==> src/rtl/as5_pkg.sv <==
package as5_pkg;

    // Window geometry: spans the longest definition, flushed after the last byte
    localparam int WinLen     = 30;
    localparam int FlushSteps = 28;

    // AML opcodes and prefixes
    localparam logic [7:0] OpName  = 8'h08;
    localparam logic [7:0] OpRoot  = 8'h5C;
    localparam logic [7:0] OpPkg   = 8'h12;
    localparam logic [7:0] OpZero  = 8'h00;
    localparam logic [7:0] OpOne   = 8'h01;
    localparam logic [7:0] OpOnes  = 8'hFF;
    localparam logic [7:0] OpByte  = 8'h0A;
    localparam logic [7:0] OpWord  = 8'h0B;
    localparam logic [7:0] OpDword = 8'h0C;
    localparam logic [7:0] OpQword = 8'h0E;

    // Name characters of _S5_
    localparam logic [7:0] ChUnder = 8'h5F;
    localparam logic [7:0] ChS     = 8'h53;
    localparam logic [7:0] Ch5     = 8'h35;

    typedef struct packed {
        logic [7:0] aml_byte;
        logic       last_byte;
    } in_item_t;

    typedef struct packed {
        logic       found;
        logic [2:0] slp_typ_a;
        logic [2:0] slp_typ_b;
    } out_item_t;

    typedef enum logic [1:0] {
        ST_RUN,
        ST_FLUSH,
        ST_FINISH
    } scan_state_t;

endpackage

==> src/rtl/as5_fifo.sv <==
module as5_fifo #(
    parameter int Depth = 4
) (
    input  logic               clk,
    input  logic               rst_n,
    input  logic               push,
    input  as5_pkg::in_item_t  din,
    output logic               full,
    input  logic               pop,
    output as5_pkg::in_item_t  dout,
    output logic               empty
);
    import as5_pkg::*;

    localparam int PtrW = (Depth > 1) ? $clog2(Depth) : 1;
    localparam int CntW = $clog2(Depth + 1);

    in_item_t            mem [Depth];
    logic     [PtrW-1:0] wr_ptr_reg, wr_ptr_next;
    logic     [PtrW-1:0] rd_ptr_reg, rd_ptr_next;
    logic     [CntW-1:0] cnt_reg, cnt_next;
    logic                do_push, do_pop;

    assign full    = (cnt_reg == CntW'(Depth));
    assign empty   = (cnt_reg == '0);
    assign do_push = push && !full;
    assign do_pop  = pop && !empty;
    assign dout    = mem[rd_ptr_reg];

    // Pointer and fill count update
    always_comb
    begin
        wr_ptr_next = wr_ptr_reg;
        rd_ptr_next = rd_ptr_reg;
        cnt_next    = cnt_reg;
        if (do_push)
        begin
            wr_ptr_next = (wr_ptr_reg == PtrW'(Depth - 1)) ? '0 : wr_ptr_reg + 1'b1;
        end
        if (do_pop)
        begin
            rd_ptr_next = (rd_ptr_reg == PtrW'(Depth - 1)) ? '0 : rd_ptr_reg + 1'b1;
        end
        if (do_push && !do_pop)
        begin
            cnt_next = cnt_reg + 1'b1;
        end
        else if (!do_push && do_pop)
        begin
            cnt_next = cnt_reg - 1'b1;
        end
    end

    always_ff @(posedge clk or negedge rst_n)
    begin
        if (!rst_n)
        begin
            wr_ptr_reg <= '0;
            rd_ptr_reg <= '0;
            cnt_reg    <= '0;
        end
        else
        begin
            wr_ptr_reg <= wr_ptr_next;
            rd_ptr_reg <= rd_ptr_next;
            cnt_reg    <= cnt_next;
        end
    end

    // Item storage
    always_ff @(posedge clk)
    begin
        if (do_push)
        begin
            mem[wr_ptr_reg] <= din;
        end
    end

endmodule

==> src/rtl/as5_scan.sv <==
module as5_scan (
    input  logic               clk,
    input  logic               rst_n,
    input  logic               in_valid,
    input  as5_pkg::in_item_t  in_item,
    output logic               in_take,
    output logic               res_valid,
    output as5_pkg::out_item_t res_item,
    input  logic               res_ready
);
    import as5_pkg::*;

    typedef struct packed {
        logic       ok;
        logic [3:0] size;
        logic       fits;
        logic [2:0] val;
    } const_t;

    // Decode one integer constant; room is the byte count left before the limit
    function automatic const_t dec_const(input logic [71:0] b, input logic [4:0] room);
        const_t r;
        r = '0;
        case (b[7:0])
            OpZero:
            begin
                r.ok = 1'b1; r.size = 4'd1; r.fits = 1'b1; r.val = 3'd0;
            end
            OpOne:
            begin
                r.ok = 1'b1; r.size = 4'd1; r.fits = 1'b1; r.val = 3'd1;
            end
            OpOnes:
            begin
                r.ok = 1'b1; r.size = 4'd1; r.fits = 1'b0;
            end
            OpByte:
            begin
                r.ok    = (room >= 5'd2);
                r.size  = 4'd2;
                r.fits  = (b[15:11] == '0);
                r.val   = b[10:8];
            end
            OpWord:
            begin
                r.ok    = (room >= 5'd3);
                r.size  = 4'd3;
                r.fits  = (b[15:11] == '0) && (b[23:16] == '0);
                r.val   = b[10:8];
            end
            OpDword:
            begin
                r.ok    = (room >= 5'd5);
                r.size  = 4'd5;
                r.fits  = (b[15:11] == '0) && (b[39:16] == '0);
                r.val   = b[10:8];
            end
            OpQword:
            begin
                r.ok    = (room >= 5'd9);
                r.size  = 4'd9;
                r.fits  = (b[15:11] == '0) && (b[71:16] == '0);
                r.val   = b[10:8];
            end
            default:
            begin
                r = '0;
            end
        endcase
        return r;
    endfunction

    scan_state_t        state_reg, state_next;
    logic         [7:0] win_reg [WinLen];
    logic  [WinLen-1:0] vld_reg;
    logic         [4:0] lim_reg, lim_next;
    logic         [4:0] cnt_reg, cnt_next;
    logic               chk_reg, chk_next;
    logic               match_reg;
    logic         [2:0] typ_a_reg, typ_b_reg;

    logic               shift, shift_vld, clear;
    logic         [7:0] shift_byte;

    // Candidate check signals
    logic               name_ok, def_ok, pkg_ok, len_ok, body_ok, a_ok, b_use, cand, hit;
    logic         [7:0] b0, nelem;
    logic         [1:0] follow;
    logic        [27:0] pkglen;
    logic               big;
    logic         [5:0] pe_sum;
    logic         [4:0] pe, qn, qa, qb;
    logic        [71:0] ga, gb;
    const_t             ca, cb;
    logic               b_small;
    logic         [2:0] b_val;

    // Check of the definition whose name starts at window index 2
    always_comb
    begin
        name_ok = vld_reg[2] && (lim_reg >= 5'd6) && (win_reg[2] == ChUnder) &&
                  (win_reg[3] == ChS) && (win_reg[4] == Ch5) && (win_reg[5] == ChUnder);
        def_ok  = vld_reg[1] && ((win_reg[1] == OpName) ||
                  (vld_reg[0] && (win_reg[1] == OpRoot) && (win_reg[0] == OpName)));
        pkg_ok  = (lim_reg >= 5'd8) && (win_reg[6] == OpPkg);

        // Package length, counting itself, clamped to the table end
        b0     = win_reg[7];
        follow = b0[7:6];
        len_ok = ((lim_reg - 5'd7) >= (5'd1 + {3'b000, follow}));
        if (follow == 2'd0)
        begin
            pkglen = {22'd0, b0[5:0]};
        end
        else
        begin
            pkglen = {(follow == 2'd3) ? win_reg[10] : 8'd0,
                      (follow >= 2'd2) ? win_reg[9]  : 8'd0,
                      win_reg[8], b0[3:0]};
        end
        big    = |pkglen[27:5];
        pe_sum = 6'd7 + {1'b0, pkglen[4:0]};
        pe     = (big || (pe_sum > {1'b0, lim_reg})) ? lim_reg : pe_sum[4:0];

        // Element count and first constant
        qn      = 5'd8 + {3'b000, follow};
        body_ok = (qn < pe);
        nelem   = win_reg[qn];
        qa      = qn + 5'd1;
        for (int k = 0; k < 9; k++)
        begin
            ga[8*k +: 8] = win_reg[qa + 5'(k)];
        end
        ca   = (qa < pe) ? dec_const(ga, pe - qa) : '0;
        a_ok = (nelem != 8'd0) && ca.ok;

        // Second constant, or a copy of the first
        qb = qa + {1'b0, ca.size};
        for (int k = 0; k < 9; k++)
        begin
            gb[8*k +: 8] = win_reg[qb + 5'(k)];
        end
        cb      = (qb < pe) ? dec_const(gb, pe - qb) : '0;
        b_use   = (nelem >= 8'd2) && cb.ok;
        b_small = b_use ? cb.fits : ca.fits;
        b_val   = b_use ? cb.val : ca.val;

        cand = name_ok && def_ok && pkg_ok && len_ok && body_ok && a_ok && ca.fits && b_small;
        hit  = chk_reg && !match_reg && cand;
    end

    // Sequencer: run, flush the window, then hand over the verdict
    always_comb
    begin
        state_next = state_reg;
        lim_next   = lim_reg;
        cnt_next   = cnt_reg;
        chk_next   = 1'b0;
        in_take    = 1'b0;
        res_valid  = 1'b0;
        shift      = 1'b0;
        shift_vld  = 1'b0;
        shift_byte = 8'd0;
        clear      = 1'b0;
        case (state_reg)
            ST_RUN:
            begin
                in_take = in_valid;
                if (in_valid)
                begin
                    shift      = 1'b1;
                    shift_vld  = 1'b1;
                    shift_byte = in_item.aml_byte;
                    lim_next   = 5'(WinLen);
                    chk_next   = 1'b1;
                    if (in_item.last_byte)
                    begin
                        cnt_next   = '0;
                        state_next = ST_FLUSH;
                    end
                end
            end
            ST_FLUSH:
            begin
                shift    = 1'b1;
                lim_next = lim_reg - 5'd1;
                chk_next = 1'b1;
                cnt_next = cnt_reg + 5'd1;
                if (cnt_reg == 5'(FlushSteps - 1))
                begin
                    state_next = ST_FINISH;
                end
            end
            ST_FINISH:
            begin
                // hold the verdict back while the check of the final window is still pending
                res_valid = !chk_reg;
                if (res_valid && res_ready)
                begin
                    clear      = 1'b1;
                    state_next = ST_RUN;
                end
            end
            default:
            begin
                state_next = ST_RUN;
            end
        endcase
    end

    assign res_item.found     = match_reg;
    assign res_item.slp_typ_a = typ_a_reg;
    assign res_item.slp_typ_b = typ_b_reg;

    // Control state
    always_ff @(posedge clk or negedge rst_n)
    begin
        if (!rst_n)
        begin
            state_reg <= ST_RUN;
            lim_reg   <= '0;
            cnt_reg   <= '0;
            chk_reg   <= 1'b0;
            vld_reg   <= '0;
            match_reg <= 1'b0;
            typ_a_reg <= '0;
            typ_b_reg <= '0;
        end
        else
        begin
            state_reg <= state_next;
            lim_reg   <= lim_next;
            cnt_reg   <= cnt_next;
            chk_reg   <= chk_next;
            if (clear)
            begin
                vld_reg   <= '0;
                match_reg <= 1'b0;
                typ_a_reg <= '0;
                typ_b_reg <= '0;
            end
            else
            begin
                if (shift)
                begin
                    vld_reg <= {shift_vld, vld_reg[WinLen-1:1]};
                end
                if (hit)
                begin
                    match_reg <= 1'b1;
                    typ_a_reg <= ca.val;
                    typ_b_reg <= b_val;
                end
            end
        end
    end

    // Byte window, newest at the top
    always_ff @(posedge clk)
    begin
        if (shift)
        begin
            for (int i = 0; i < WinLen - 1; i++)
            begin
                win_reg[i] <= win_reg[i+1];
            end
            win_reg[WinLen-1] <= shift_byte;
        end
    end

endmodule

==> src/rtl/aml_s5_sleep_type_finder_core.sv <==
// Channel | Ports              | Handshake                        | Item
// --------+--------------------+----------------------------------+---------------------------
// input   | push, full, item   | taken when push && !full         | aml_byte, last_byte
// result  | pop, empty, result | taken when pop && !empty         | found, slp_typ_a, slp_typ_b
//
// Table bytes are scanned at one per cycle through the 30-byte window, but none are
// taken during the flush or while the verdict waits. The byte marked last starts the
// window flush, then the final check; the verdict then lands in the result register.
// Input items keep queuing in the front queue during the flush until it is full.
// Reset (rst_n low, asynchronous) empties both queues and clears the window state.
module aml_s5_sleep_type_finder_core #(
    parameter int QueueDepth = 4
) (
    input  logic               clk,
    input  logic               rst_n,
    input  logic               push,
    input  as5_pkg::in_item_t  item,
    output logic               full,
    input  logic               pop,
    output as5_pkg::out_item_t result,
    output logic               empty
);
    import as5_pkg::*;

    in_item_t  q_item;
    logic      q_empty, q_take;
    logic      res_valid, res_ready;
    out_item_t res_item;
    out_item_t out_reg;
    logic      out_vld_reg;

    // Front: queue of accepted bytes
    as5_fifo #(
        .Depth (QueueDepth)
    ) u_fifo (
        .clk   (clk),
        .rst_n (rst_n),
        .push  (push),
        .din   (item),
        .full  (full),
        .pop   (q_take),
        .dout  (q_item),
        .empty (q_empty)
    );

    // Back: window scan and verdict
    as5_scan u_scan (
        .clk       (clk),
        .rst_n     (rst_n),
        .in_valid  (!q_empty),
        .in_item   (q_item),
        .in_take   (q_take),
        .res_valid (res_valid),
        .res_item  (res_item),
        .res_ready (res_ready)
    );

    // Result register
    assign res_ready = !out_vld_reg || pop;
    assign empty     = !out_vld_reg;
    assign result    = out_reg;

    always_ff @(posedge clk or negedge rst_n)
    begin
        if (!rst_n)
        begin
            out_vld_reg <= 1'b0;
        end
        else if (res_valid && res_ready)
        begin
            out_vld_reg <= 1'b1;
        end
        else if (pop)
        begin
            out_vld_reg <= 1'b0;
        end
    end

    always_ff @(posedge clk)
    begin
        if (res_valid && res_ready)
        begin
            out_reg <= res_item;
        end
    end

endmodule

==> config.mk <==
export PLATFORM = sky130hd
export DESIGN_NAME = aml_s5_sleep_type_finder_core
export DESIGN_NICKNAME = d
export VERILOG_FILES = /design/src/rtl/as5_pkg.sv /design/src/rtl/as5_fifo.sv /design/src/rtl/as5_scan.sv /design/src/rtl/aml_s5_sleep_type_finder_core.sv
export SDC_FILE = /design/constraint.sdc
export NUM_CORES = 1
export LEC_CHECK = 0
export ABC_AREA = 0
export CORE_ASPECT_RATIO = 1.25
export CORE_MARGIN = 2
export CORE_UTILIZATION = 40
export CTS_BUF_LIST = sky130_fd_sc_hd__clkbuf_16
export DETAILED_ROUTE_END_ITERATION = 8
export DONT_BUFFER_PORTS = 1
export GPL_TIMING_DRIVEN = 0
export PLACE_DENSITY_LB_ADDON = 0.3
export SLEW_MARGIN = 0
export SYNTH_ARGS = -nofsm -noshare
export SYNTH_HDL_FRONTEND = slang
export SYNTH_SLANG_ARGS = --single-unit
==> constraint.sdc <==
create_clock -name clk -period 15.14 [get_ports clk]
set_clock_uncertainty 0.05 [all_clocks]
set_input_delay 3.785 -clock clk [delete_from_list [all_inputs] [get_ports clk]]
set_output_delay 3.785 -clock clk [all_outputs]
set_load 0.02 [all_outputs]
Yosys cells after proc, flatten, opt, wreduce, memory -nomap -nowiden --
Memories as Yosys holds them, arrays and structs flattened. Index checks and enable logic that the tools add are counted.
Storage, ports and cells: bits in registers 65, bits in writable memories 276, bits of input ports 13, memories 2
Memory list:
- u_scan.win_reg | words 30, width 8, read ports 49, clocked after memory_dff 0, write ports 30, RTL line as5_scan.sv:74 | logic [7:0] win_reg [WinLen];
- u_fifo.mem | words 4, width 9, read ports 1, clocked after memory_dff 0, write ports 1, RTL line as5_fifo.sv:18 | in_item_t mem [Depth];
Cells by class: $add $sub $neg 30, order comparisons 17, eq/ne operators 31, multiplexer cells 49, reductions and logical operators 69
Operators with widths (count):
- 56-bit zero test | 2
- 8-bit by 4-bit == test with 1-bit output, second input constant | 10
- 6-bit one-hot mux with 6 select lines | 2
- 30-bit 2-to-1 mux | 2
- 24-bit zero test | 2
- 5-bit by 3-bit adder with 5-bit output, second input constant | 8
- 8-bit by 7-bit == test with 1-bit output, second input constant | 4
- 1-bit logical AND | 32
- 8-bit zero test | 4
- 8-bit 2-to-1 mux | 4
- 28-bit 2-to-1 mux | 1
- 23-bit OR reduction | 1
- 3-bit 2-to-1 mux | 7
- 5-bit by 1-bit adder with 5-bit output, second input constant | 4
- 5-bit by 2-bit adder with 5-bit output, second input constant | 4
- 5-bit by 2-bit greater-or-equal comparator with 1-bit output, second input constant | 4
- 5-bit 2-to-1 mux | 4
- 5-bit one-hot mux with 2 select lines | 2
- 9-bit 2-to-1 mux | 2
- 8-bit by 1-bit == test with 1-bit output, second input constant | 2
- 8-bit == test, second input constant | 2
- 5-bit by 3-bit greater-or-equal comparator with 1-bit output, second input constant | 3
- 5-bit by 4-bit greater-or-equal comparator with 1-bit output, second input constant | 3
- 5-bit < comparator | 3
- 40 further kinds | 84

Longest topological paths before layout --
An unclocked memory read counts as a cell.
depth after elaboration 25, depth in mapped cells 44

By module --
A second synthesis with hierarchy kept.
Unflattened totals: cells, all modules 1878, area total of the unflattened synthesis 22457.8 µm²
Modules (own cells, without submodules):
- as5_scan | instances 1, cells each 1781, area an instance 20433.3 µm², seq. area each 8458.1 µm²
- as5_fifo | instances 1, cells each 84, area an instance 1752.9 µm², seq. area each 1256.2 µm²
- aml_s5_sleep_type_finder_core | instances 1, cells each 13, area an instance 271.5 µm², seq. area each 235.2 µm²

Worst setup path after synthesis --
No wires, ideal clock.
kind flip-flop to flip-flop, from memory u_scan.win_reg[7][6], to register u_scan.typ_a_reg[0], library setup time 0.128 ns, data arrival time 11.300 ns, required time 14.962 ns, setup slack 3.663 ns, cell stages (with the launch flop) 42, period minus slack after synthesis 11.477 ns, path through edfxtp_1 -> buf_2 -> inv_2 -> clkbuf_1 -> buf_1 -> ha_1 -> clkbuf_1 -> mux2_2 -> a21oi_1 -> nor2_1 -> ha_1 -> mux2i_1 -> a21oi_1 -> nor4_2 -> o21ai_0 -> ha_1 -> a21o_1 -> a31oi_1 -> (+6 left out) -> clkbuf_1 -> clkbuf_1 -> inv_1 -> ha_1 -> buf_1 -> clkbuf_1 -> buf_1 -> mux4_2 -> nor4_1 -> nand2_1 -> o21ai_0 -> mux2i_1 -> mux2i_1 -> o211ai_1 -> o31a_1 -> nor4_2 -> o211ai_2 -> mux2_1
RTL lines:
- start: declaration | RTL line as5_scan.sv:74
- end signal: assignment | RTL line as5_scan.sv:251 | typ_a_reg <= ca.val;
- end: declaration | RTL line as5_scan.sv:80 | logic [2:0] typ_a_reg, typ_b_reg;

==> impl_results.md <==
* Status: finished, violations left
* Violated checks: capacitance limit, slew limit
* Vias in the first global route at roughly 17,000
* CTS Hold Bufs at 0
* Layout cells sized above 1 at 0.147
* DRT iter0 DRCs at about 2,100
* R2R setup slack at 550 ps
* Final setup vio count at 0
* Die X at ~210 um
* Area leader, netlist: edfxtp_1
* Mapped Cells at around 1,800
* Hold Path Class: flop to flop
* Final net count at about 1,900
* Top cells by area, synth: edfxtp_1, mux4_2, dfrtp_1
* Most frequent cell on the critical path: ha_1
* Skew-Pair Late Insertion Delay at about 580 ps
* Worst EP arrival at about 15,000 ps
* Final ANT Viol Nets at 0
* GRT Resource Usage Total at 0.322
* CTS Buf Count at 39
* Relative slew margins at -0.0205
* Critical path type: flop to flop
* Area delta synth->final at 10.9%
* Crit-path max cell delay at slightly below 700 ps
* Clock Pin Slew Worst Setup and Hold Paths at around 60 ps
* Vias at between 15,000 and 20,000
* Final hold violations at 0
* TritonCTS Sinks at between 300 and 400
* Hold Slack at around 400 ps
* Fmax at between 60 and 70 MHz
* DR DRC count at 0
* Crit end category: flop
* #FFs+latches synth at approximately 340
* CTS tree: done
* Startpoint types: flop
* Unrepaired setup endpoints after global routing: no
* Reg area at 9950 um^2
* Post-Syn Area at 21,300 um^2
* Slew Viols, Final at 13
* Initial Util at 0.404
* Fill count at about 4,800
* Yosys warning count at 0
* Synth top area share at 0.400
* CTS root buffer: clkbuf_16
* WP buf/inv at 11
* Grt ovf at 0
* Slew @ Worst Pin at ~1500 ps
* Wire per inst at around 35 um
* Pre-antenna DRT Iters at 6
* Syn Area/Cell at around 12 um^2
* Core Area at ~53,000 um^2
* Final min period at ~15,000 ps
* CP top delay family: buffers and inverters
* Final WL at around 88,000 um
* Die Height at about 260 um
* GP Congestion at between 1 and 1.5
* Largest net degree at the start of global routing at 73
* Post-synth EDFFs at about 280
* Syn Nets at roughly 1,800
* Largest register FFs at 240
* Worst-case clock buffer depth at 3
* Vias per Instance at a little under 7
* CP max stage cell: ha_1
* Critical-path maximum fanout at 19
* First-pass GRT wire length at approximately 120,000 um
* Post-synthesis async set-or-reset flop share at 0.170
* Initial antenna violation count at 6
* Top-level I/O count at 22
* IO Port Bufs at 0
* Seq/Total Area, Yosys at 0.468
* H-Tree Depth at 2
* Row cnt at 94
* Tcrit/Tclk final at 0.964
* Maxcap violations at 1
* DP HPWL at 66,400 um
* Critical path required time at approximately 16,000 ps
* Yosys cell types at 80
* Die Area at between 50,000 and 60,000 um^2
* Multi-input gate area at between 10,000 and 15,000 um^2
* Top FF cell, synth: edfxtp_1
## final timing paths
check / from / to / depth (start not counted)
max: u_scan.win_reg[7][6] / u_scan.typ_a_reg[2] / 40
min: u_scan.typ_b_reg[1] / result[1] / 0
max reg2reg: u_scan.win_reg[7][6] / u_scan.typ_a_reg[2] / 40
min reg2reg: u_scan.typ_b_reg[1] / result[1] / 0
max in group asynchronous: rst_n / u_fifo.wr_ptr_reg[0] / 0
min in group asynchronous: rst_n / out_vld_reg / 0
## cells by family after synthesis
kind of cell    after synthesis  synth area share
fa+ha+maj                    49            0.0302
xor+xnor                     35            0.0161
compound gates              314            0.0958
flops                       341             0.468
mux                         253             0.211
buf+inv                     132            0.0245
simple gates                660             0.154
## layout make-up
cell class              instances  share of cell area
clock inverters                31              0.0117
plain buffers                  93              0.0171
diodes                          2            0.000212
inverters                      37             0.00589
clock buffers                  41              0.0435
repair buffers                  5             0.00531
multi-input cells            1311               0.459
well taps                     672              0.0357
flip-flops and latches        341               0.422
## through the flow
| step | area, um^2 | setup slack, ps | std cells | util | setup TNS (ps) |
|---|---|---|---|---|---|
| final | 23600 | 548 | 2533 | 0.448 | 0 |
| after global routing | 23600 | 112 | 2533 | 0.448 | 0 |
| after CTS | 23500 | 273 | 2531 | 0.448 | 0 |
| after detailed placement | 22200 | -1900 | 2460 | 0.423 | -12780 |
| after global placement | 22100 | -2320 | 2456 | 0.420 | -15850 |
| after floorplan | 21300 | 3660 | 1784 | - | 0 |
## synthesized netlist by cell type (7+ instances only)
master and number:
edfxtp_1 283, nand2_1 203, mux4_2 154, nor2_1 137, a21oi_1 99, nor4_1 75
mux2i_1 74, clkbuf_1 63, dfrtp_1 58, nor3_1 54, o21ai_0 52, ha_1 45
inv_1 32, or4_1 31, nand3_1 29, nor2b_1 26, a31oi_1 25, buf_1 22
mux2_2 19, nand4_1 19, or3_1 18, a21o_1 17, o211ai_1 17, xnor2_1 17
xor2_1 15, a211oi_1 14, and3_1 14, nand2b_1 13, o22ai_1 13, a221oi_1 12
and2_1 9, buf_2 8, nor4b_1 7
## per-layer routing
metal,GRT usage,up-vias,routed length [um],share of wire
met5,0.000862,-,63,0.00071
met2,0.500,1187,39500,0.45
met4,0.236,8,7770,0.088
met3,0.0842,337,8920,0.10
met1,0.389,8766,31900,0.36
li1,-,7183,-,-
## cells in the final DEF (no fill, tap or decap), types with 7 or more instances in the layout
cell type | netlist | layout
and2_1 | 9 | 9
nor4b_1 | 7 | 7
or4_1 | 31 | 31
ha_1 | 45 | 45
or3_1 | 18 | 18
clkinv_1 | 2 | 9
mux4_2 | 154 | 154
buf_2 | 8 | 8
inv_1 | 32 | 42
o211ai_1 | 17 | 17
nor2_1 | 137 | 137
xor2_1 | 15 | 15
xnor2_1 | 17 | 17
nor2b_1 | 26 | 26
nand2_1 | 203 | 203
a221oi_1 | 12 | 12
edfxtp_1 | 283 | 283
o21ai_0 | 52 | 52
and3_1 | 14 | 14
mux2i_1 | 74 | 74
a31oi_1 | 25 | 25
nor3_1 | 54 | 54
o22ai_1 | 13 | 13
mux2_2 | 19 | 19
a211oi_1 | 14 | 14
clkbuf_16 | 0 | 41
a21oi_1 | 99 | 99
clkbuf_1 | 63 | 58
nand3_1 | 29 | 29
nand4_1 | 19 | 19
buf_1 | 22 | 17
nand2b_1 | 13 | 13
nor4_1 | 75 | 75
a21o_1 | 17 | 17
dfrtp_1 | 58 | 58
## worst reg2reg max path: cells and delay by family, from the launching register on
family	cells	cell delay, ps
adders and majority gates	5	2120
buffers and inverters	11	5370
muxes	6	1990
DFF	1	470
AOI/OAI and AO/OA	10	2390
and+or+nand+nor	8	2090
## what timing repair did
item                                    in CTS  in global routing
buffers inserted                             0                  0
resized for setup                            9                  2
pin swaps                                    0                  0
endpoints found under the setup margin       7                  7
Power is left out: the tool's default activity adds up to more than one toggle a clock period on the data nets, which glitch-free logic cannot reach.
